===== src/hw/rtl/bpcw_pkg.sv =====
package bpcw_pkg;

  // Packet limit and derived counts
  localparam int MAX_PACKET = 266;
  localparam int CNT_W      = $clog2(MAX_PACKET);
  localparam logic [CNT_W-1:0] LIMIT_1M = CNT_W'(MAX_PACKET - 8);
  localparam logic [CNT_W-1:0] LIMIT_2M = CNT_W'(MAX_PACKET - 9);

  localparam int MAX_RES   = 7;
  localparam int RES_CNT_W = $clog2(MAX_RES + 1);

  // Config port
  localparam int CFG_IDX_W  = 2;
  localparam int CFG_DATA_W = 32;
  localparam logic [CFG_IDX_W-1:0] REG_ACCESS_ADDR = 2'd0;
  localparam logic [CFG_IDX_W-1:0] REG_CRC_SEED    = 2'd1;
  localparam logic [CFG_IDX_W-1:0] REG_RF_CHANNEL  = 2'd2;
  localparam logic [CFG_IDX_W-1:0] REG_PHY_RATE    = 2'd3;

  localparam logic [31:0] RST_ACCESS_ADDR = 32'h8E89_BED6;
  localparam logic [23:0] RST_CRC_SEED    = 24'h55_5555;
  localparam logic [5:0]  RST_RF_CHANNEL  = 6'd37;
  localparam logic [1:0]  RST_PHY_RATE    = 2'd1;
  localparam logic [1:0]  RATE_2M         = 2'd2;

  // Status codes
  localparam logic [1:0] STATUS_OK    = 2'd0;
  localparam logic [1:0] STATUS_SHORT = 2'd1;
  localparam logic [1:0] STATUS_LONG  = 2'd2;

  localparam logic [23:0] CRC_POLY  = 24'h00_065B;
  localparam logic [7:0]  LFSR_TAP  = 8'h88;
  localparam logic [7:0]  PRE_ONE   = 8'h55;
  localparam logic [7:0]  PRE_ZERO  = 8'hAA;

  typedef struct packed {
    logic [31:0] access_address;
    logic [23:0] crc_seed;
    logic [5:0]  rf_channel;
    logic [1:0]  phy_rate;
  } cfg_t;

  typedef struct packed {
    logic [7:0] out_byte;
    logic       end_of_packet;
    logic [1:0] status;
  } res_t;

  typedef struct packed {
    res_t [MAX_RES-1:0]   items;
    logic [RES_CNT_W-1:0] count;
  } batch_t;

  typedef struct packed {
    logic [6:0] lfsr;
    logic [7:0] data;
  } whiten_t;

  // CRC-24, data LSB first, eight steps unrolled
  function automatic logic [23:0] crc_feed(input logic [23:0] crc, input logic [7:0] d);
    logic [23:0] c;
    logic        fb;
    c = crc;
    for (int b = 0; b < 8; b++) begin
      fb = c[23] ^ d[b];
      c  = {c[22:0], 1'b0} ^ (fb ? CRC_POLY : 24'h0);
    end
    return c;
  endfunction

  // 7-bit whitening LFSR, one step per bit
  function automatic whiten_t whiten_byte(input logic [6:0] lfsr, input logic [7:0] v);
    whiten_t    r;
    logic [7:0] t;
    r.lfsr = lfsr;
    r.data = v;
    for (int b = 0; b < 8; b++) begin
      t = {1'b0, r.lfsr};
      if (r.lfsr[0]) begin
        r.data[b] = ~r.data[b];
        t = t ^ LFSR_TAP;
      end
      r.lfsr = t[7:1];
    end
    return r;
  endfunction

  function automatic logic [7:0] rev8(input logic [7:0] v);
    logic [7:0] r;
    for (int i = 0; i < 8; i++) begin
      r[7-i] = v[i];
    end
    return r;
  endfunction

endpackage


===== src/hw/rtl/bpcw_ifs.sv =====
interface bpcw_in_if;
  logic       valid;
  logic       ready;
  logic [7:0] pdu_byte;
  logic       last_byte;

  modport source(output valid, pdu_byte, last_byte, input ready);
  modport sink(input valid, pdu_byte, last_byte, output ready);
endinterface

interface bpcw_out_if;
  logic       valid;
  logic       ready;
  logic [7:0] out_byte;
  logic       end_of_packet;
  logic [1:0] status;

  modport source(output valid, out_byte, end_of_packet, status, input ready);
  modport sink(input valid, out_byte, end_of_packet, status, output ready);
endinterface


===== src/hw/rtl/bpcw_assemble.sv =====
module bpcw_assemble (
  input  logic             clk,
  input  logic             rst,
  input  logic             step,
  input  logic [7:0]       pdu_byte,
  input  logic             last_byte,
  input  bpcw_pkg::cfg_t   cfg,
  output bpcw_pkg::batch_t batch
);
  import bpcw_pkg::*;

  logic [23:0]      crc_reg, crc_reg_next;
  logic [6:0]       whiten_lfsr, whiten_lfsr_next;
  logic [CNT_W-1:0] pdu_count, pdu_count_next;
  logic             too_long, too_long_next;

  logic                 start, two_m, over, tl, is_short, err;
  logic [23:0]          crc_start, crc_data;
  logic [6:0]           lfsr_start;
  logic [CNT_W-1:0]     limit, n, n_cap;
  whiten_t              w_data, w_c0, w_c1, w_c2;
  logic [7:0]           pat;
  logic [7:0]           hdr [MAX_RES];
  res_t                 payload [4];
  logic [RES_CNT_W-1:0] pre, rel;

  always_comb begin
    start      = (pdu_count == '0);
    crc_start  = start ? cfg.crc_seed : crc_reg;
    lfsr_start = start ? {1'b1, cfg.rf_channel} : whiten_lfsr;
    two_m      = (cfg.phy_rate == RATE_2M);
    limit      = two_m ? LIMIT_2M : LIMIT_1M;
    n          = pdu_count + 1'b1;
    over       = (n > limit);
    n_cap      = over ? limit + 1'b1 : n;
    tl         = (start ? 1'b0 : too_long) | over;
    is_short   = (n_cap < CNT_W'(2));
    err        = last_byte && (is_short || tl);

    crc_data = crc_feed(crc_start, pdu_byte);
    w_data   = whiten_byte(lfsr_start, pdu_byte);
    w_c0     = whiten_byte(w_data.lfsr, rev8(crc_data[23:16]));
    w_c1     = whiten_byte(w_c0.lfsr, rev8(crc_data[15:8]));
    w_c2     = whiten_byte(w_c1.lfsr, rev8(crc_data[7:0]));

    // preamble then address LSB first
    pat    = cfg.access_address[0] ? PRE_ONE : PRE_ZERO;
    hdr[0] = pat;
    hdr[6] = 8'h00;
    if (two_m) begin
      hdr[1] = pat;
      hdr[2] = cfg.access_address[7:0];
      hdr[3] = cfg.access_address[15:8];
      hdr[4] = cfg.access_address[23:16];
      hdr[5] = cfg.access_address[31:24];
    end else begin
      hdr[1] = cfg.access_address[7:0];
      hdr[2] = cfg.access_address[15:8];
      hdr[3] = cfg.access_address[23:16];
      hdr[4] = cfg.access_address[31:24];
      hdr[5] = 8'h00;
    end
    pre = start ? (two_m ? RES_CNT_W'(6) : RES_CNT_W'(5)) : '0;

    payload[0] = '{out_byte: w_data.data, end_of_packet: 1'b0, status: STATUS_OK};
    payload[1] = '{out_byte: w_c0.data,   end_of_packet: 1'b0, status: STATUS_OK};
    payload[2] = '{out_byte: w_c1.data,   end_of_packet: 1'b0, status: STATUS_OK};
    payload[3] = '{out_byte: w_c2.data,   end_of_packet: 1'b1, status: STATUS_OK};

    for (int k = 0; k < MAX_RES; k++) begin
      rel = RES_CNT_W'(k) - pre;
      if (RES_CNT_W'(k) < pre) begin
        batch.items[k] = '{out_byte: hdr[k], end_of_packet: 1'b0, status: STATUS_OK};
      end else begin
        batch.items[k] = payload[rel[1:0]];
      end
    end

    crc_reg_next     = crc_reg;
    whiten_lfsr_next = whiten_lfsr;
    pdu_count_next   = pdu_count;
    too_long_next    = too_long;

    if (err) begin
      batch.items[0] = '{out_byte: 8'h00, end_of_packet: 1'b1,
                         status: is_short ? STATUS_SHORT : STATUS_LONG};
      batch.count    = RES_CNT_W'(1);
      pdu_count_next = '0;
      too_long_next  = 1'b0;
    end else if (tl) begin
      // overlong: swallow the word, cap the count at limit + 1
      batch.count      = '0;
      pdu_count_next   = n_cap;
      too_long_next    = 1'b1;
      crc_reg_next     = crc_start;
      whiten_lfsr_next = lfsr_start;
    end else begin
      batch.count      = pre + RES_CNT_W'(1) + (last_byte ? RES_CNT_W'(3) : RES_CNT_W'(0));
      crc_reg_next     = crc_data;
      whiten_lfsr_next = last_byte ? w_c2.lfsr : w_data.lfsr;
      pdu_count_next   = last_byte ? '0 : n_cap;
      too_long_next    = 1'b0;
    end
  end

  always_ff @(posedge clk) begin
    if (rst) begin
      crc_reg     <= '0;
      whiten_lfsr <= '0;
      pdu_count   <= '0;
      too_long    <= 1'b0;
    end else if (step) begin
      crc_reg     <= crc_reg_next;
      whiten_lfsr <= whiten_lfsr_next;
      pdu_count   <= pdu_count_next;
      too_long    <= too_long_next;
    end
  end

endmodule


===== src/hw/rtl/bpcw_outbuf.sv =====
module bpcw_outbuf (
  input  logic             clk,
  input  logic             rst,
  input  logic             load_req,
  input  bpcw_pkg::batch_t batch,
  output logic             free,
  bpcw_out_if.source       pkt_out
);
  import bpcw_pkg::*;

  res_t [MAX_RES-1:0]   items, items_next;
  logic [RES_CNT_W-1:0] cnt;
  logic                 take, load;

  assign take = pkt_out.valid && pkt_out.ready;
  // free once the last buffered word leaves
  assign free = (cnt == '0) || ((cnt == RES_CNT_W'(1)) && take);
  assign load = load_req && free;

  assign pkt_out.valid         = (cnt != '0);
  assign pkt_out.out_byte      = items[0].out_byte;
  assign pkt_out.end_of_packet = items[0].end_of_packet;
  assign pkt_out.status        = items[0].status;

  always_comb begin
    if (load) begin
      items_next = batch.items;
    end else if (take) begin
      for (int i = 0; i < MAX_RES - 1; i++) begin
        items_next[i] = items[i+1];
      end
      items_next[MAX_RES-1] = items[MAX_RES-1];
    end else begin
      items_next = items;
    end
  end

  always_ff @(posedge clk) begin
    if (rst) begin
      cnt <= '0;
    end else if (load) begin
      cnt <= batch.count;
    end else if (take) begin
      cnt <= cnt - 1'b1;
    end
  end

  always_ff @(posedge clk) begin
    items <= items_next;
  end

  a_cnt_range: assert property (@(posedge clk) disable iff (rst)
    cnt <= RES_CNT_W'(MAX_RES))
    else $error("result count out of range");

  a_stall_hold: assert property (@(posedge clk) disable iff (rst)
    pkt_out.valid && !pkt_out.ready |=> pkt_out.valid && $stable(cnt))
    else $error("buffer changed during stall");

  a_err_alone: assert property (@(posedge clk) disable iff (rst)
    pkt_out.valid && pkt_out.status != STATUS_OK |->
      pkt_out.end_of_packet && pkt_out.out_byte == 8'h00 && cnt == RES_CNT_W'(1))
    else $error("error word not a lone end word");

  a_load_shows: assert property (@(posedge clk) disable iff (rst)
    load && batch.count != '0 |=> pkt_out.valid)
    else $error("loaded words not presented");

endmodule


===== src/hw/rtl/ble_packet_crc_whiten_builder.sv =====
// An accepted input word is registered in s1; its results are then loaded into
// the result buffer. Throughput: one input word per cycle while each yields at
// most one result and pkt_out is ready; a word with more results holds the input
// while the single output port drains the buffer one word per ready cycle (up
// to 7 for a packet start). Reset (rst, synchronous): config registers take
// their reset values, the packet state starts empty and both stages are flushed.
module ble_packet_crc_whiten_builder (
  input  logic                           clk,
  input  logic                           rst,
  input  logic                           cfg_we,
  input  logic [bpcw_pkg::CFG_IDX_W-1:0]  cfg_index,
  input  logic [bpcw_pkg::CFG_DATA_W-1:0] cfg_data,
  bpcw_in_if.sink                        pdu_in,
  bpcw_out_if.source                     pkt_out
);
  import bpcw_pkg::*;

  cfg_t   cfg;
  batch_t batch;

  // Input register: one PDU word waiting for the assembler
  logic       s1_valid;
  logic [7:0] s1_byte;
  logic       s1_last;
  logic       s1_go;
  logic       buf_free;

  // Config writes; the user keeps them to idle times, as the block does not enforce it and has no mid-packet handling
  always_ff @(posedge clk) begin
    if (rst) begin
      cfg.access_address <= RST_ACCESS_ADDR;
      cfg.crc_seed       <= RST_CRC_SEED;
      cfg.rf_channel     <= RST_RF_CHANNEL;
      cfg.phy_rate       <= RST_PHY_RATE;
    end else if (cfg_we) begin
      case (cfg_index)
        REG_ACCESS_ADDR: cfg.access_address <= cfg_data;
        REG_CRC_SEED:    cfg.crc_seed       <= cfg_data[23:0];
        REG_RF_CHANNEL:  cfg.rf_channel     <= cfg_data[5:0];
        REG_PHY_RATE:    cfg.phy_rate       <= cfg_data[1:0];
        default: ;
      endcase
    end
  end

  // The word in s1 moves on when the result buffer can take its batch;
  // a new word enters in the same cycle.
  assign s1_go        = s1_valid && buf_free;
  assign pdu_in.ready = !s1_valid || s1_go;

  always_ff @(posedge clk) begin
    if (rst) begin
      s1_valid <= 1'b0;
    end else if (pdu_in.ready) begin
      s1_valid <= pdu_in.valid;
    end
  end

  always_ff @(posedge clk) begin
    if (pdu_in.valid && pdu_in.ready) begin
      s1_byte <= pdu_in.pdu_byte;
      s1_last <= pdu_in.last_byte;
    end
  end

  // CRC, whitening, preamble/address and error decision, all in one pass
  bpcw_assemble u_assemble (
    .clk       (clk),
    .rst       (rst),
    .step      (s1_go),
    .pdu_byte  (s1_byte),
    .last_byte (s1_last),
    .cfg       (cfg),
    .batch     (batch)
  );

  // Result buffer: shifts out up to 7 words, one per cycle while pkt_out is ready
  bpcw_outbuf u_outbuf (
    .clk      (clk),
    .rst      (rst),
    .load_req (s1_valid),
    .batch    (batch),
    .free     (buf_free),
    .pkt_out  (pkt_out)
  );

endmodule

===== src/flat_wrapper.sv =====
// flat-port wrapper written by rule: the top's interface ports become plain ports
module ble_packet_crc_whiten_builder_flat import bpcw_pkg::*;
  (clk, rst, cfg_we, cfg_index, cfg_data, pdu_in_valid, pdu_in_pdu_byte, pdu_in_last_byte, pdu_in_ready, pkt_out_valid, pkt_out_out_byte, pkt_out_end_of_packet, pkt_out_status, pkt_out_ready);
  bpcw_in_if pdu_in_i ();
  bpcw_out_if pkt_out_i ();
  input  logic clk;
  input  logic rst;
  input  logic cfg_we;
  input  logic [bpcw_pkg::CFG_IDX_W-1:0] cfg_index;
  input  logic [bpcw_pkg::CFG_DATA_W-1:0] cfg_data;
  input wire logic [$bits(pdu_in_i.valid)-1:0] pdu_in_valid;
  input wire logic [$bits(pdu_in_i.pdu_byte)-1:0] pdu_in_pdu_byte;
  input wire logic [$bits(pdu_in_i.last_byte)-1:0] pdu_in_last_byte;
  output wire logic [$bits(pdu_in_i.ready)-1:0] pdu_in_ready;
  output wire logic [$bits(pkt_out_i.valid)-1:0] pkt_out_valid;
  output wire logic [$bits(pkt_out_i.out_byte)-1:0] pkt_out_out_byte;
  output wire logic [$bits(pkt_out_i.end_of_packet)-1:0] pkt_out_end_of_packet;
  output wire logic [$bits(pkt_out_i.status)-1:0] pkt_out_status;
  input wire logic [$bits(pkt_out_i.ready)-1:0] pkt_out_ready;
  assign pdu_in_i.valid = pdu_in_valid;
  assign pdu_in_i.pdu_byte = pdu_in_pdu_byte;
  assign pdu_in_i.last_byte = pdu_in_last_byte;
  assign pdu_in_ready = pdu_in_i.ready;
  assign pkt_out_valid = pkt_out_i.valid;
  assign pkt_out_out_byte = pkt_out_i.out_byte;
  assign pkt_out_end_of_packet = pkt_out_i.end_of_packet;
  assign pkt_out_status = pkt_out_i.status;
  assign pkt_out_i.ready = pkt_out_ready;
  ble_packet_crc_whiten_builder u_core (.clk(clk), .rst(rst), .cfg_we(cfg_we), .cfg_index(cfg_index), .cfg_data(cfg_data), .pdu_in(pdu_in_i), .pkt_out(pkt_out_i));
endmodule

===== config.mk =====
export PLATFORM = sky130hd
export DESIGN_NAME = ble_packet_crc_whiten_builder_flat
export DESIGN_NICKNAME = d
export VERILOG_FILES = /design/src/hw/rtl/bpcw_pkg.sv /design/src/hw/rtl/bpcw_ifs.sv /design/src/hw/rtl/bpcw_assemble.sv /design/src/hw/rtl/bpcw_outbuf.sv /design/src/hw/rtl/ble_packet_crc_whiten_builder.sv /design/src/flat_wrapper.sv
export SDC_FILE = /design/constraint.sdc
export NUM_CORES = 1
export LEC_CHECK = 0
export BUFFER_PORTS_ARGS = -buffer_cell sky130_fd_sc_hd__buf_2
export CAP_MARGIN = 20
export CORE_MARGIN = 3
export CORE_UTILIZATION = 45
export DETAILED_ROUTE_END_ITERATION = 8
export PLACE_DENSITY = 0.64
export SETUP_SLACK_MARGIN = 0.3
export SYNTH_ARGS = -nofsm -noshare
export SYNTH_HDL_FRONTEND = slang
export SYNTH_SLANG_ARGS = --single-unit

===== constraint.sdc =====
create_clock -name clk -period 5.15 [get_ports clk]
set_input_delay 0.2575 -clock clk [delete_from_list [all_inputs] [get_ports clk]]
set_output_delay 0.2575 -clock clk [all_outputs]
set_load 0.1 [all_outputs]

Word-level counts from Yosys, hierarchy flattened
Index checks and enable logic that the tools add are counted.
{"block": "totals", "register_bits": 195, "inputBits": 48, "out_inout_bits": 13}
{"block": "classes", "add_sub_neg": 12, "order_cmp": 16, "n_eq_ne": 5, "mux": 126, "n_bitwise": 89, "n_reduce_logical": 19}
{"cell": "2-to-1 mux 11 bit", "n": 30}
{"cell": "2-to-1 mux 8 bit", "n": 33}
{"cell": "XOR 24 x 11 -> 24 bit", "n": 8}
{"cell": "binary-select mux 11 bit (select 2 bit)", "n": 7}
{"cell": "2-to-1 mux 77 bit", "n": 1}
{"cell": "2-to-1 mux 66 bit", "n": 1}
{"cell": "inverter 1 -> 2 bit", "n": 32}
{"cell": "2-to-1 mux 24 bit", "n": 2}
{"cell": "2-to-1 mux 40 bit", "n": 1}
{"cell": "2-to-1 mux 9 bit", "n": 4}
{"cell": "2-to-1 mux 1 bit", "n": 35}
{"cell": "inverter 1 bit", "n": 33}
{"cell": "greater-or-equal comparator 3 bit (second input constant)", "n": 7}
{"cell": "2-to-1 mux 7 bit", "n": 3}
{"cell": "inverter 2 -> 3 bit", "n": 7}
{"cell": "adder 9 x 1 -> 9 bit (second input constant)", "n": 2}
{"cell": "2-to-1 mux 3 bit", "n": 5}
{"cell": "AND reduction 2 bit", "n": 5}
{"cell": "greater-than comparator 9 bit", "n": 1}
{"cell": "zero test 9 bit", "n": 1}
{"cell": "less-than comparator 3 bit (first input constant)", "n": 3}
{"cell": "less-than comparator 9 x 2 -> 1 bit (second input constant)", "n": 1}
{"cell": "2-to-1 mux 2 bit", "n": 4}
{"cell": "subtractor 1 x 2 -> 2 bit (first input constant)", "n": 4}
{"cell": "18 further kinds", "n": 37}

Depth between registers and ports, before layout
Gate-level depths: netlist of run 1.
{"block": "depth", "word_depth": 71, "depth_mapped": 16, "mapped_depth_nobuf": 11}

Hierarchy
From an unflattened synthesis of run 1, not the netlist that was laid out.
{"block": "hier_totals", "hier_cells": 1261, "hier_area_um2": 12498.2}
{"module": "bpcw_assemble", "instances": 1, "cells_per_inst": 775, "area_per_inst_um2": 5662.9, "seq_area_each_um2": 820.8}
{"module": "bpcw_outbuf", "instances": 1, "cells_per_inst": 206, "area_per_inst_um2": 3875.0, "seq_area_each_um2": 2372.3}
{"module": "ble_packet_crc_whiten_builder", "instances": 1, "cells_per_inst": 280, "area_per_inst_um2": 2960.3, "seq_area_each_um2": 1571.5}

Least setup slack after synthesis of run 1
No wires, ideal clock.
{"block": "synth_path", "kind": "reg2reg", "start": "register u_core.u_assemble.pdu_count[5]", "end": "register u_core.u_outbuf.items (netlist bit u_core.u_outbuf.pkt_out.out_byte[1]), data pin", "arrival_ns": 3.499, "setup_slack_ns": 1.382, "path_stages_with_launch": 16, "synth_period_minus_slack_ns": 3.768, "path_cell_list": "dfxtp_1 > buf_6 > or3_4 > buf_6 > nor3_1 > buf_2 > buf_2 > clkbuf_1 > clkbuf_1 > nand2_1 > ha_1 > clkbuf_1 > clkbuf_1 > nor2_1 > a211oi_1 > o31ai_1"}
{"item": "from (decl)", "line": "bpcw_assemble.sv:14", "source": "logic [CNT_W-1:0] pdu_count, pdu_count_next;"}
{"item": "from (signal assigned)", "line": "bpcw_assemble.sv:115", "source": "pdu_count <= pdu_count_next;"}
{"item": "to (signal assigned)", "line": "bpcw_outbuf.sv:49", "source": "items <= items_next;"}
{"item": "to (decl)", "line": "bpcw_outbuf.sv:11", "source": "res_t [MAX_RES-1:0] items, items_next;"}

Worst setup path in the final report of run 1
{"block": "layout_path", "start": "register u_core.u_assemble.pdu_count[0]", "end": "register u_core.u_assemble.whiten_lfsr[5]"}
{"block": "layout_via", "elab_chain_len": 40}
{"item": "zero test 9 bit", "line": "bpcw_assemble.sv:28", "source": "start = (pdu_count == '0);"}
{"item": "2-to-1 mux 7 bit", "line": "bpcw_assemble.sv:30", "source": "lfsr_start = start ? {1'b1, cfg.rf_channel} : whiten_lfsr;"}
{"item": "2-to-1 mux 8 bit or inverter 1 -> 2 bit (tied branches)"}
{"item": "2-to-1 mux 8 bit (2 in a row)", "line": "bpcw_pkg.sv:79", "source": "if (r.lfsr[0]) begin"}
{"item": "2-to-1 mux 8 bit or inverter 1 -> 2 bit (tied branches)"}
{"item": "2-to-1 mux 8 bit (2 in a row)", "line": "bpcw_pkg.sv:79"}
{"item": "inverter 1 -> 2 bit (no source line) or 2-to-1 mux 8 bit (tied branches)"}
{"item": "2-to-1 mux 8 bit", "line": "bpcw_pkg.sv:79"}
{"item": "(+16 left out)"}
{"item": "2-to-1 mux 8 bit or inverter 1 -> 2 bit (tied branches)"}
{"item": "2-to-1 mux 8 bit (2 in a row)", "line": "bpcw_pkg.sv:79"}
{"item": "2-to-1 mux 8 bit or inverter 1 -> 2 bit (tied branches)"}
{"item": "2-to-1 mux 8 bit (2 in a row)", "line": "bpcw_pkg.sv:79"}
{"item": "inverter 1 -> 2 bit (no source line) or 2-to-1 mux 8 bit (tied branches)"}
{"item": "2-to-1 mux 8 bit (5 in a row)", "line": "bpcw_pkg.sv:79"}
{"item": "2-to-1 mux 7 bit", "line": "bpcw_assemble.sv:100", "source": "whiten_lfsr_next = last_byte ? w_c2.lfsr : w_data.lfsr;"}
{"item": "2-to-1 mux 7 bit", "line": "bpcw_assemble.sv:90", "source": "end else if (tl) begin"}
{"item": "to (signal assigned)", "line": "bpcw_assemble.sv:114", "source": "whiten_lfsr <= whiten_lfsr_next;"}
{"item": "to (decl)", "line": "bpcw_assemble.sv:13", "source": "logic [6:0] whiten_lfsr, whiten_lfsr_next;"}
Parallel ways exist; a longest one is shown, timed or not.
A chain may end at the register's enable or synchronous reset.

==> impl_metrics.csv, run 1 <==
group,metric,value,unit
status,run_status,"complete, no violations",
critical_path,critical_path.slowest_cell,"nor2b_1",
final_layout,layout_common_cells,"nand2_1 (230), dfxtp_1 (109), xnor2_1 (100)",
critical_path,cp-start-kind,"flip-flop",
critical_path,cp_num_buf_inv,3,
worst_hold_path,timing.hold.worst.class,"in2reg",
sta,grt_setup_unrepaired,"no",
grt,maximum_number_of_pins_on_one_net_before_global_route_repair,63,
grt,grt_pass1_wl,52600,µm
floorplanning,coreArea,24400,µm²
final_layout,final_layout_size_suffix_gt1_frac,0.115,
grt,first_global_vias,8432,
drt,first_drt_pass_iteration_count,6,
critical_path,critical_path_endpoint_category,"flip-flop",
placed_design,buffer_ports.inserted,60,
critical_path,crit-reg2reg-capture,"u_core.u_assemble.whiten_lfsr[5]$_SDFFE_PP0P_",
synth,yosysSeqAreaShare,0.393,
grt,antenna_found_initial,0,
drt,number_of_vias_after_detailed_routing,9079,
synth,synth_enable_flop_cells,74,
sta,clock.fmax,0.247,GHz
clock_tree,post-cts-setup-buffers,0,
final_layout,design_area,12300,µm²
clock_tree,clk_path_buf_depth,2,
sta,layout_worst_path_cycle_share,0.785,
critical_path,cp.arrival,4.35,ns
synth,synthFlopType,"dfxtp_1",
placed_design,post_dp_cell_area,11600,µm²
critical_path,regToRegSetupSlack,1.11,ns
sta,post_route_skew,0.0182,ns
drt,post-route-drc-count,0,
clock_tree,path_clk_slew,0.08,ns
final_layout,n_antenna_cell,0,
final_layout,layout.nets,1314,
floorplanning,io_pins,61,
power_and_ir_drop,power.leakage,0.00477,µW
critical_path,slowest_delay,0.57,ns
drt,drt_wl_total,35000,µm
synth,synth_area,11200,µm²
critical_path,r2r-start,"u_core.u_assemble.pdu_count[0]$_SDFFE_PP0P_",
critical_path,critical_path_required,5.46,ns
power_and_ir_drop,power_density,544,nW/µm²
critical_path,critical_path.startpoint,"u_core.u_assemble.pdu_count[0]$_SDFFE_PP0P_",
clock_tree,cts_tree,"yes",
drt,wl_per_cell,22.0,µm
critical_path,setup.worst_path.end,"u_core.u_assemble.whiten_lfsr[5]$_SDFFE_PP0P_",
sta,final_hold_viol_count,0,
final_layout,area_delta_synth_final,9.75,%
clock_tree,total_clock_buffers_created_by_cts,17,
final_layout,largest_register_ffs,64,
synth,postSynthRegisterBits,183,
critical_path,critical_path_peak_fanout,30,
sta,timing.final.crit_period,4.04,ns
synth,synthesis.nets,1314,
drt,first_iter_violations,917,
sta,fin_tns_setup,0,ns
floorplanning,chipHeight,164,µm
floorplanning,width_of_the_die,164,µm
placed_design,global_placer_s_final_weighted_congestion,1.00,
grt,gr-usage-all-layers,0.262,
synth,syn-mean-instance-area,8.92,µm²
final_layout,mostFrequentLayoutCell,"nand2_1",
sta,final-setup-viol-count,0,
clock_tree,cts.sink_count,183,
power_and_ir_drop,max-vdd-ir-drop,0.000353,V
job,drv_cap,0,
clock_tree,clock_tree.root_cell,"clkbuf_16",
synth,yosys_warnings,0,
grt,grt_overflow,0,
critical_path,worst-setup-path-type,"reg2reg",
drt,detail_route.vias_per_cell,5.70,
synth,post_synth_inst_count,1255,
worst_hold_path,worst_hold_stages,1,
critical_path,cpMostUsedCell,"buf_4",
floorplanning,design.die.area,26800,µm²
critical_path,timing.reg2reg.worst_path_depth,11,
critical_path,critical_path.cell_chain,"inv_1 -> ha_1 -> nor2b_1 -> nand3_4 -> buf_4 -> and2_1 -> a21o_1 -> a211oi_4 -> buf_4 -> mux2i_1 -> nor2_1",
sta,max_slew.worst_pin.slew,0.941,ns
sta,max_slew_margin,0.372,
sta,total_count_of_max_transition_violations_in_the_final_report,0,
clock_tree,cts_htree_levels,4,
clock_tree,worst_skew_pair.late_latency,0.45,ns
critical_path,largest_delay_share_family_worst_path,"simple AND/OR/NAND/NOR gates",
synth,synth_cell_type_count,78,
synth,async_flop_share,0,
critical_path,logic_depth_of_the_worst_path_buffers_included,11,
placed_design,hpwl,25800,µm
drt,route.antenna.remaining_nets,0,
floorplanning,start_util,0.459,
floorplanning,rows,57,
## where the power goes
part | leakage (µW) | switching (µW) | internal (µW)
registers | 0.00160 | 213 | 2010
logic | 0.00288 | 2040 | 1080
clock network | 0.000294 | 688 | 660
## cell usage after synthesis, types with 5 or more instances
| master | instances | area share |
|---|---|---|
| edfxtp_1 | 74 | 0.20 |
| a311oi_1 | 7 | 0.0055 |
| nand2b_1 | 36 | 0.020 |
| a21o_1 | 8 | 0.0054 |
| ha_1 | 10 | 0.011 |
| nand4_1 | 5 | 0.0028 |
| o211ai_1 | 7 | 0.0047 |
| nand3_1 | 15 | 0.0067 |
| xor2_1 | 45 | 0.035 |
| buf_1 | 9 | 0.0030 |
| a31oi_1 | 14 | 0.0078 |
| dfxtp_1 | 109 | 0.19 |
| nand3b_1 | 33 | 0.022 |
| xnor2_1 | 100 | 0.078 |
| nor2_1 | 95 | 0.032 |
| a32o_1 | 5 | 0.0045 |
| clkbuf_1 | 65 | 0.022 |
| nand2_1 | 232 | 0.078 |
| o31ai_1 | 8 | 0.0054 |
| a22o_1 | 9 | 0.0070 |
| or3_1 | 7 | 0.0039 |
| and3_1 | 5 | 0.0028 |
| a21oi_1 | 85 | 0.038 |
| and2_1 | 7 | 0.0039 |
| mux2i_1 | 46 | 0.041 |
| buf_4 | 11 | 0.0074 |
| inv_1 | 15 | 0.0050 |
| nor3_1 | 9 | 0.0040 |
| buf_2 | 19 | 0.0085 |
| o21ai_0 | 49 | 0.022 |
| xnor3_1 | 14 | 0.028 |
| a32oi_1 | 7 | 0.0055 |
| a211oi_1 | 20 | 0.013 |
## final cells by class
cell class / instances / area (µm²)
sequential: 183 / 4400
clock inverter: 15 / 181
inverter: 17 / 63.8
tap: 324 / 405
clock buffer: 17 / 425
timing repair buffer: 87 / 523
fill: 2364 / 12100
multi-input combinational: 949 / 6290
## metal layers
metal  wire [µm]  up-vias  track usage
met5           0        -            0
met4         905        0       0.0830
met3        2970       49       0.0580
met2       15400      392        0.396
met1       15700     4298        0.375
li1            -     4340            -
## cell families (layout without fill, tap and decap cells)
logic type / after synthesis / in the layout / share of synthesized area
AND/OR/NAND/NOR: 467 / 467 / 0.191
AO/OA/AOI/OAI: 254 / 254 / 0.151
flip-flops: 183 / 183 / 0.393
XOR/XNOR: 167 / 167 / 0.156
buffers and inverters: 123 / 136 / 0.0484
multiplexers: 50 / 50 / 0.0474
adder cells (fa/ha/maj): 11 / 11 / 0.0130
## worst min path at each step
| stage | start | end |
|---|---|---|
| finish | pdu_in_last_byte | u_core.s1_last$_DFFE_PP_ |
| floorplan | pdu_in_pdu_byte[0] | u_core.s1_byte[0]$_DFFE_PP_ |
| global placement | pdu_in_pdu_byte[7] | u_core.s1_byte[7]$_DFFE_PP_ |
| global route | pdu_in_last_byte | u_core.s1_last$_DFFE_PP_ |
| CTS | pdu_in_last_byte | u_core.s1_last$_DFFE_PP_ |
| detailed placement | pdu_in_pdu_byte[6] | u_core.s1_byte[6]$_DFFE_PP_ |
## per-stage QoR
stage               setup WS (ns)  instances   util  power (µW)  hold slack [ns]
floorplan                    1.38       1255      -        4590            0.356
global placement             1.32       1552  0.476        5290            0.435
detailed placement           1.21       1552  0.476        5320            0.436
CTS                          1.19       1592  0.504        6660          0.00225
global route                0.827       1592  0.504        6990          0.00455
finish                       1.11       1592  0.504        6690          0.00144
## timing repair
item	CTS	global route
gates resized for setup	0	0
hold buffers	8	0
endpoints found under the hold margin	8	0
Note: power is estimated with default switching activity, not from simulation.
==> run 2: changes to the inputs <==
--- a/config.mk
+++ b/config.mk
@@ -5,6 +5,7 @@
 export SDC_FILE = /design/constraint.sdc
 export NUM_CORES = 1
 export LEC_CHECK = 0
+export ABC_AREA = 1
 export BUFFER_PORTS_ARGS = -buffer_cell sky130_fd_sc_hd__buf_2
 export CAP_MARGIN = 20
 export CORE_MARGIN = 3
==> constraint.sdc (replaced) <==
create_clock -name clk -period 3.9 [get_ports clk]
set_input_delay 0.195 -clock clk [delete_from_list [all_inputs] [get_ports clk]]
set_output_delay 0.195 -clock clk [all_outputs]
set_load 0.1 [all_outputs]
==> run 2 against run 1 <==
Via count up 8.1%. Clock skew fell by 0.0085 ns. Critical endpoint is now u_core.u_outbuf.items[48]$_DFFE_PP_. Clock power increased by 39%. Die area is 7.0% lower. Largest cell class unchanged. Non-clock buffer count rose by 71. Critical path depth increased by 10. Clock-buffer cell count up 1. Maximum frequency is 12% higher. The run now ends with negative hold slack left. Critical path type unchanged. Sequential power is 31% higher. Global-route usage up 0.33 points. First-iteration DRC count grew 9.4%. Synthesized cell count grew 7.5%.
==> impl_metrics.csv, run 2 <==
group,metric,value,unit
critical_path,critical_path_endpoint_category,"flip-flop",
sta,total_count_of_max_transition_violations_in_the_final_report,0,
sta,timing.final.crit_period,3.62,ns
final_layout,fin_cells,1739,
sta,final-setup-viol-count,0,
floorplanning,width_of_the_die,158,µm
placed_design,post_dp_cell_area,11000,µm²
drt,first_iter_violations,1003,
synth,synth_area_leaders,"edfxtp_1 (21%), dfxtp_1 (21%), nand2_1 (13%)",
synth,portion_of_synthesized_cell_area_occupied_by_the_leading_cell_type,0.214,
grt,antenna_found_initial,0,
placed_design,buffer_ports.inserted,60,
worst_hold_path,hold_start,"cfg_data[12]",
placed_design,hpwl,23300,µm
synth,synth_enable_flop_cells,74,
critical_path,cp.arrival,3.90,ns
synth,async_flop_share,0,
critical_path,timing.reg2reg.worst_path_depth,21,
synth,synthFlopType,"dfxtp_1",
synth,synth_area,10400,µm²
final_layout,layout_common_cells,"nand2_1 (341), nor2_1 (114), dfxtp_1 (107)",
power_and_ir_drop,max-vdd-ir-drop,0.000528,V
job,drv_cap,0,
sta,grt_setup_unrepaired,"yes",
synth,yosys_warnings,0,
synth,post_synth_inst_count,1349,
critical_path,r2r-start,"u_core.u_assemble.pdu_count[0]$_SDFFE_PP0P_",
grt,global_route.usage.met3,0.0448,
clock_tree,worst_skew_pair.late_latency,0.45,ns
sta,layout_worst_path_cycle_share,0.929,
critical_path,critical_path.startpoint,"u_core.u_assemble.pdu_count[0]$_SDFFE_PP0P_",
critical_path,cp-start-kind,"flip-flop",
floorplanning,chipHeight,158,µm
critical_path,critical_path_peak_fanout,13,
synth,yosysSeqAreaShare,0.424,
grt,grt_overflow,0,
status,run_status,"finished with violations",
synth,synth_largest_area_cell,"edfxtp_1",
final_layout,mostFrequentLayoutCell,"nand2_1",
critical_path,worst-setup-path-type,"reg2reg",
critical_path,critical_path_required,4.18,ns
synth,synth_common_cells,"nand2_1 (362), nor2_1 (118), dfxtp_1 (109), nand3_1 (103), o21ai_0 (102)",
synth,syn-mean-instance-area,7.70,µm²
worst_hold_path,worst_hold_stages,3,
drt,post-route-drc-count,0,
floorplanning,io_pins,61,
floorplanning,coreArea,22200,µm²
power_and_ir_drop,power_density,843,nW/µm²
clock_tree,cts_tree,"yes",
clock_tree,cts_htree_levels,4,
final_layout,layout.nets,1505,
final_layout,n_antenna_cell,0,
sta,max_slew.worst_pin.slew,1.05,ns
grt,first_global_vias,8945,
drt,wl_per_cell,19.4,µm
grt,globalRoute.busiestLayer,"met2",
final_layout,filler_cell_count,2006,
sta,clock.fmax,0.276,GHz
critical_path,regToRegSetupSlack,0.28,ns
final_layout,largest_register_ffs,64,
drt,route.antenna.remaining_nets,0,
placed_design,placedCellCount,1646,
worst_hold_path,timing.hold.worst.class,"in2reg",
placed_design,place_worst_setup_slack,0.154,ns
grt,gr-usage-all-layers,0.265,
synth,synthesis.nets,1408,
drt,number_of_vias_after_detailed_routing,9815,
floorplanning,start_util,0.467,
sta,fin_tns_setup,0,ns
clock_tree,clk_path_buf_depth,2,
final_layout,design_area,12600,µm²
power_and_ir_drop,power.leakage,0.00537,µW
critical_path,crit-reg2reg-capture,"u_core.u_outbuf.items[48]$_DFFE_PP_",
sta,post_route_skew,0.00972,ns
clock_tree,path_clk_slew,0.08,ns
grt,maximum_number_of_pins_on_one_net_before_global_route_repair,57,
sta,max_slew_margin,0.302,
sta,whs,-0.00269,ns
synth,postSynthRegisterBits,183,
grt,globalRouteMet2Util,0.416,
grt,grt_pass1_wl,50500,µm
sta,setup_slack,0.279,ns
grt,use_met1,0.373,
final_layout,area_delta_synth_final,21.7,%
clock_tree,clock_tree.root_cell,"clkbuf_16",
sta,final_hold_viol_count,1,
drt,first_drt_pass_iteration_count,5,
clock_tree,total_clock_buffers_created_by_cts,17,
drt,detail_route.vias_per_cell,5.64,
status,failed_checks,"negative hold slack",
worst_hold_path,holdPathEnd,"u_core.cfg[44]$_SDFFE_PP1P_",
synth,synth_cell_type_count,48,
final_layout,final_layout_size_suffix_gt1_frac,0.193,
clock_tree,cts.sink_count,183,
synth,count_leader_synth,"nand2_1",
floorplanning,design.die.area,24900,µm²
placed_design,global_placer_s_final_weighted_congestion,0.980,
floorplanning,rows,54,
drt,drt_wl_total,33700,µm
-- run 2: changes by cell type in the layout (fill, tap and decap cells not counted), sizes merged, moves of 46 or more --
cell	before	now
buf	79	125
inv	23	99
nand2	232	384
nand3	15	107
o21ai	50	116
xnor2	105	18
-- run 2: worst max path at each step --
stage | end
floorplan | u_core.u_outbuf.items[26]$_DFFE_PP_
global placement | u_core.u_outbuf.pkt_out.out_byte[7]$_DFFE_PP_
detailed placement | u_core.u_outbuf.items[30]$_DFFE_PP_
CTS | u_core.u_outbuf.pkt_out.out_byte[6]$_DFFE_PP_
global route | u_core.u_outbuf.pkt_out.out_byte[4]$_DFFE_PP_
finish | u_core.u_outbuf.items[48]$_DFFE_PP_
-- run 2: metrics by stage --
stage / util / total power, µW
global placement: 0.493 / 7960
finish: 0.569 / 10700
floorplan: - / 6750
global route: 0.569 / 11300
detailed placement: 0.493 / 8000
CTS: 0.539 / 9960
-- run 2: area by class of cell --
class	count	area (µm²)	share of cell area
clock inverters	14	183	0.0145
inverters	93	353	0.0279
multi-input cells	993	5760	0.455
flip-flops and latches	183	4410	0.349
repair buffers	158	1140	0.0904
clock buffers	18	450	0.0356
well taps	280	350	0.0277
-- run 2: layer usage --
metal / share of wire / wire (µm) / up-vias
met5: 0 / 0 / -
met4: 0.031 / 1050 / 0
met3: 0.077 / 2600 / 66
met2: 0.46 / 15300 / 424
met1: 0.44 / 14700 / 4655
li1: - / - / 4670
-- run 2: cells by family after synthesis --
kind of cell,after synthesis,synth area share
compound gates,256,0.144
xor+xnor,89,0.0866
fa+ha+maj,11,0.0140
buf+inv,174,0.0693
flops,183,0.424
mux,3,0.00289
simple gates,633,0.259
-- run 2: power by group --
group          internal, µW  switching [µW]  total [µW]
combinational          1880            4000        5880
clock                   927             942        1870
sequential             2700             199        2900
total                  5510            5140       10700
-- run 2: timing repair --
action,CTS,global route
hold endpoints to repair,42,0
setup buffers,0,27
hold buffers,33,0
gates cloned,0,1
pin swaps,1,26
endpoints found under the setup margin,27,48
gates resized for setup,9,76
-- run 2: worst max-delay path, stage by stage (launching register included) --
cell and delay (ns):
dfxtp_2 0.34, inv_1 0.07, ha_1 0.16, nand2_2 0.07, nor2_4 0.20, nand2_8 0.12, inv_2 0.11, buf_4 0.21
nand2_1 0.09, nand2_2 0.12, xor2_4 0.27, buf_4 0.18, xnor2_1 0.08, xor2_1 0.19, buf_4 0.15, xnor2_1 0.38
inv_1 0.08, nand2_1 0.11, nand3_2 0.11, nand3_2 0.10, nand3_2 0.07, a31oi_1 0.21
==> run 3: changes to the inputs <==
--- a/config.mk
+++ b/config.mk
@@ -11,6 +11,7 @@
 export CORE_MARGIN = 3
 export CORE_UTILIZATION = 45
 export DETAILED_ROUTE_END_ITERATION = 8
+export HOLD_SLACK_MARGIN = 0.02
 export PLACE_DENSITY = 0.64
 export SETUP_SLACK_MARGIN = 0.3
 export SYNTH_ARGS = -nofsm -noshare
==> run 3 against run 2 <==
The run now ends clean. Critical path depth unchanged. Final cell count increased by 0.12%. First-iteration DRC count grew 5.0%. Via count about the same. Flip-flop and latch count unchanged. Global-route usage barely moved.
==> impl_metrics.csv, run 3 (same netlist as run 2, synthesis figures left out) <==
group,metric,value,unit
grt,maximum_number_of_pins_on_one_net_before_global_route_repair,57,
floorplanning,start_util,0.467,
floorplanning,io_pins,61,
critical_path,critical_path_peak_fanout,13,
clock_tree,worst_skew_pair.late_latency,0.45,ns
floorplanning,coreArea,22200,µm²
grt,globalRoute.busiestLayer,"met2",
sta,clock.fmax,0.277,GHz
critical_path,worst-setup-path-type,"reg2reg",
drt,drt_wl_total,33700,µm
floorplanning,chipHeight,158,µm
sta,timing.final.crit_period,3.61,ns
clock_tree,cts.sink_count,183,
floorplanning,rows,54,
grt,first_global_vias,8927,
power_and_ir_drop,power.leakage,0.00538,µW
drt,first_iter_violations,1053,
worst_hold_path,timing.hold.worst.class,"in2reg",
sta,post_route_skew,0.0133,ns
drt,route.antenna.remaining_nets,0,
critical_path,cp-start-kind,"flip-flop",
sta,grt_setup_unrepaired,"yes",
critical_path,cp.arrival,3.89,ns
critical_path,crit-reg2reg-capture,"u_core.u_outbuf.items[48]$_DFFE_PP_",
worst_hold_path,hold_start,"pdu_in_valid",
sta,total_count_of_max_transition_violations_in_the_final_report,0,
sta,setup_slack,0.286,ns
grt,use_met1,0.373,
sta,max_slew.worst_pin.slew,1.03,ns
status,run_status,"complete, no violations",
final_layout,area_delta_synth_final,21.9,%
grt,antenna_found_initial,0,
clock_tree,total_clock_buffers_created_by_cts,17,
placed_design,hpwl,23300,µm
grt,gr-usage-all-layers,0.265,
drt,number_of_vias_after_detailed_routing,9811,
critical_path,timing.reg2reg.worst_path_depth,21,
grt,globalRouteMet2Util,0.418,
final_layout,layout.nets,1507,
sta,final_hold_viol_count,0,
final_layout,n_antenna_cell,0,
drt,first_drt_pass_iteration_count,5,
critical_path,critical_path_required,4.18,ns
critical_path,r2r-start,"u_core.u_assemble.pdu_count[0]$_SDFFE_PP0P_",
final_layout,largest_register_ffs,64,
clock_tree,cts_tree,"yes",
worst_hold_path,holdPathEnd,"u_core.s1_valid$_SDFFE_PP0N_",
clock_tree,clk_path_buf_depth,2,
drt,wl_per_cell,19.3,µm
critical_path,largest_delay_share_family_worst_path,"simple AND/OR/NAND/NOR gates",
critical_path,slowest_delay,0.38,ns
floorplanning,design.die.area,24900,µm²
critical_path,critical_path.startpoint,"u_core.u_assemble.pdu_count[0]$_SDFFE_PP0P_",
placed_design,global_placer_s_final_weighted_congestion,0.980,
power_and_ir_drop,max-vdd-ir-drop,0.000525,V
sta,layout_worst_path_cycle_share,0.927,
final_layout,postLayoutCoreUtil,0.570,
worst_hold_path,worst_hold_stages,3,
clock_tree,cts_htree_levels,4,
critical_path,cp_num_buf_inv,6,
clock_tree,path_clk_slew,0.08,ns
floorplanning,width_of_the_die,158,µm
drt,detail_route.vias_per_cell,5.64,
drt,post-route-drc-count,0,
job,drv_cap,0,
clock_tree,clock_tree.root_cell,"clkbuf_16",
sta,whs,0.0250,ns
placed_design,buffer_ports.inserted,60,
final_layout,filler_cell_count,2004,
critical_path,regToRegSetupSlack,0.29,ns
grt,grt_pass1_wl,50500,µm
sta,final-setup-viol-count,0,
sta,max_slew_margin,0.314,
final_layout,mostFrequentLayoutCell,"nand2_1",
grt,global_route.usage.met3,0.0448,
power_and_ir_drop,power_density,841,nW/µm²
sta,fin_tns_setup,0,ns
final_layout,layout_common_cells,"nand2_1 (341), nor2_1 (114), dfxtp_1 (107)",
critical_path,critical_path.cell_chain,"inv_1 -> ha_1 -> nand2_2 -> nor2_4 -> nand2_8 -> inv_2 -> buf_4 -> nand2_1 -> nand2_2 -> xor2_4 -> buf_4 -> xnor2_1 -> xor2_1 -> buf_4 -> xnor2_1 -> inv_1 -> nand2_1 -> nand3_2 -> nand3_2 -> nand3_2 -> a31oi_1",
critical_path,critical_path_endpoint_category,"flip-flop",
placed_design,place_worst_setup_slack,0.154,ns
critical_path,critical_path.slowest_cell,"xnor2_1",
grt,grt_overflow,0,
final_layout,final_layout_size_suffix_gt1_frac,0.192,
[run 3: cell count changes in the layout (fill, tap and decap cells not counted)]
cell / previous run / this run
dlygate4sd3_1: 33 / 35
[run 3: layout make-up]
class	count	area [µm²]	share of cell area
Tap cell	280	350	0.0277
Clock inverter	14	183	0.0144
Inverter	93	353	0.0279
Clock buffer	18	450	0.0356
Timing Repair Buffer	160	1160	0.0918
Multi-Input combinational cell	993	5760	0.455
Sequential cell	183	4410	0.348
[run 3: stage by stage]
step,power [µW],cells,instance area [µm²]
after detailed placement,8000,1646,11000
after global routing,11300,1741,12700
after global placement,7960,1646,11000
after CTS,9960,1713,12000
final,10600,1741,12700
after floorplan,6750,1349,10400
[run 3: power by group]
part / internal, µW / total [µW] / switching, µW
Combinational: 1880 / 5890 / 4000
Clock: 927 / 1860 / 936
Sequential: 2700 / 2900 / 196
Total: 5510 / 10600 / 5140
[run 3: how the worst max path moves through the flow]
stage                                                    endpoint  depth (start not counted)
floorplan                     u_core.u_outbuf.items[26]$_DFFE_PP_                         19
global placement    u_core.u_outbuf.pkt_out.out_byte[7]$_DFFE_PP_                         26
detailed placement            u_core.u_outbuf.items[30]$_DFFE_PP_                         18
CTS                 u_core.u_outbuf.pkt_out.out_byte[6]$_DFFE_PP_                         27
global route        u_core.u_outbuf.pkt_out.out_byte[4]$_DFFE_PP_                         19
finish                        u_core.u_outbuf.items[48]$_DFFE_PP_                         21
[run 3: worst min-delay path: stages]
cell and delay (ns):
buf_2 0.10, nand2_1 0.07, a21oi_1 0.06
[run 3: per-layer routing]
| metal | wire length, µm | vias up |
|---|---|---|
| met3 | 2590 | 53 |
| met1 | 14700 | 4658 |
| met5 | 0 | - |
| met2 | 15500 | 433 |
| li1 | - | 4667 |
| met4 | 948 | 0 |
[run 3: repair_timing]
item,4_1_cts,5_1_grt
pin swaps,1,26
gates cloned,0,1
endpoints found under the setup margin,27,48
setup buffers,0,27
hold buffers,35,0
gates resized for setup,9,76
hold endpoints to repair,47,0
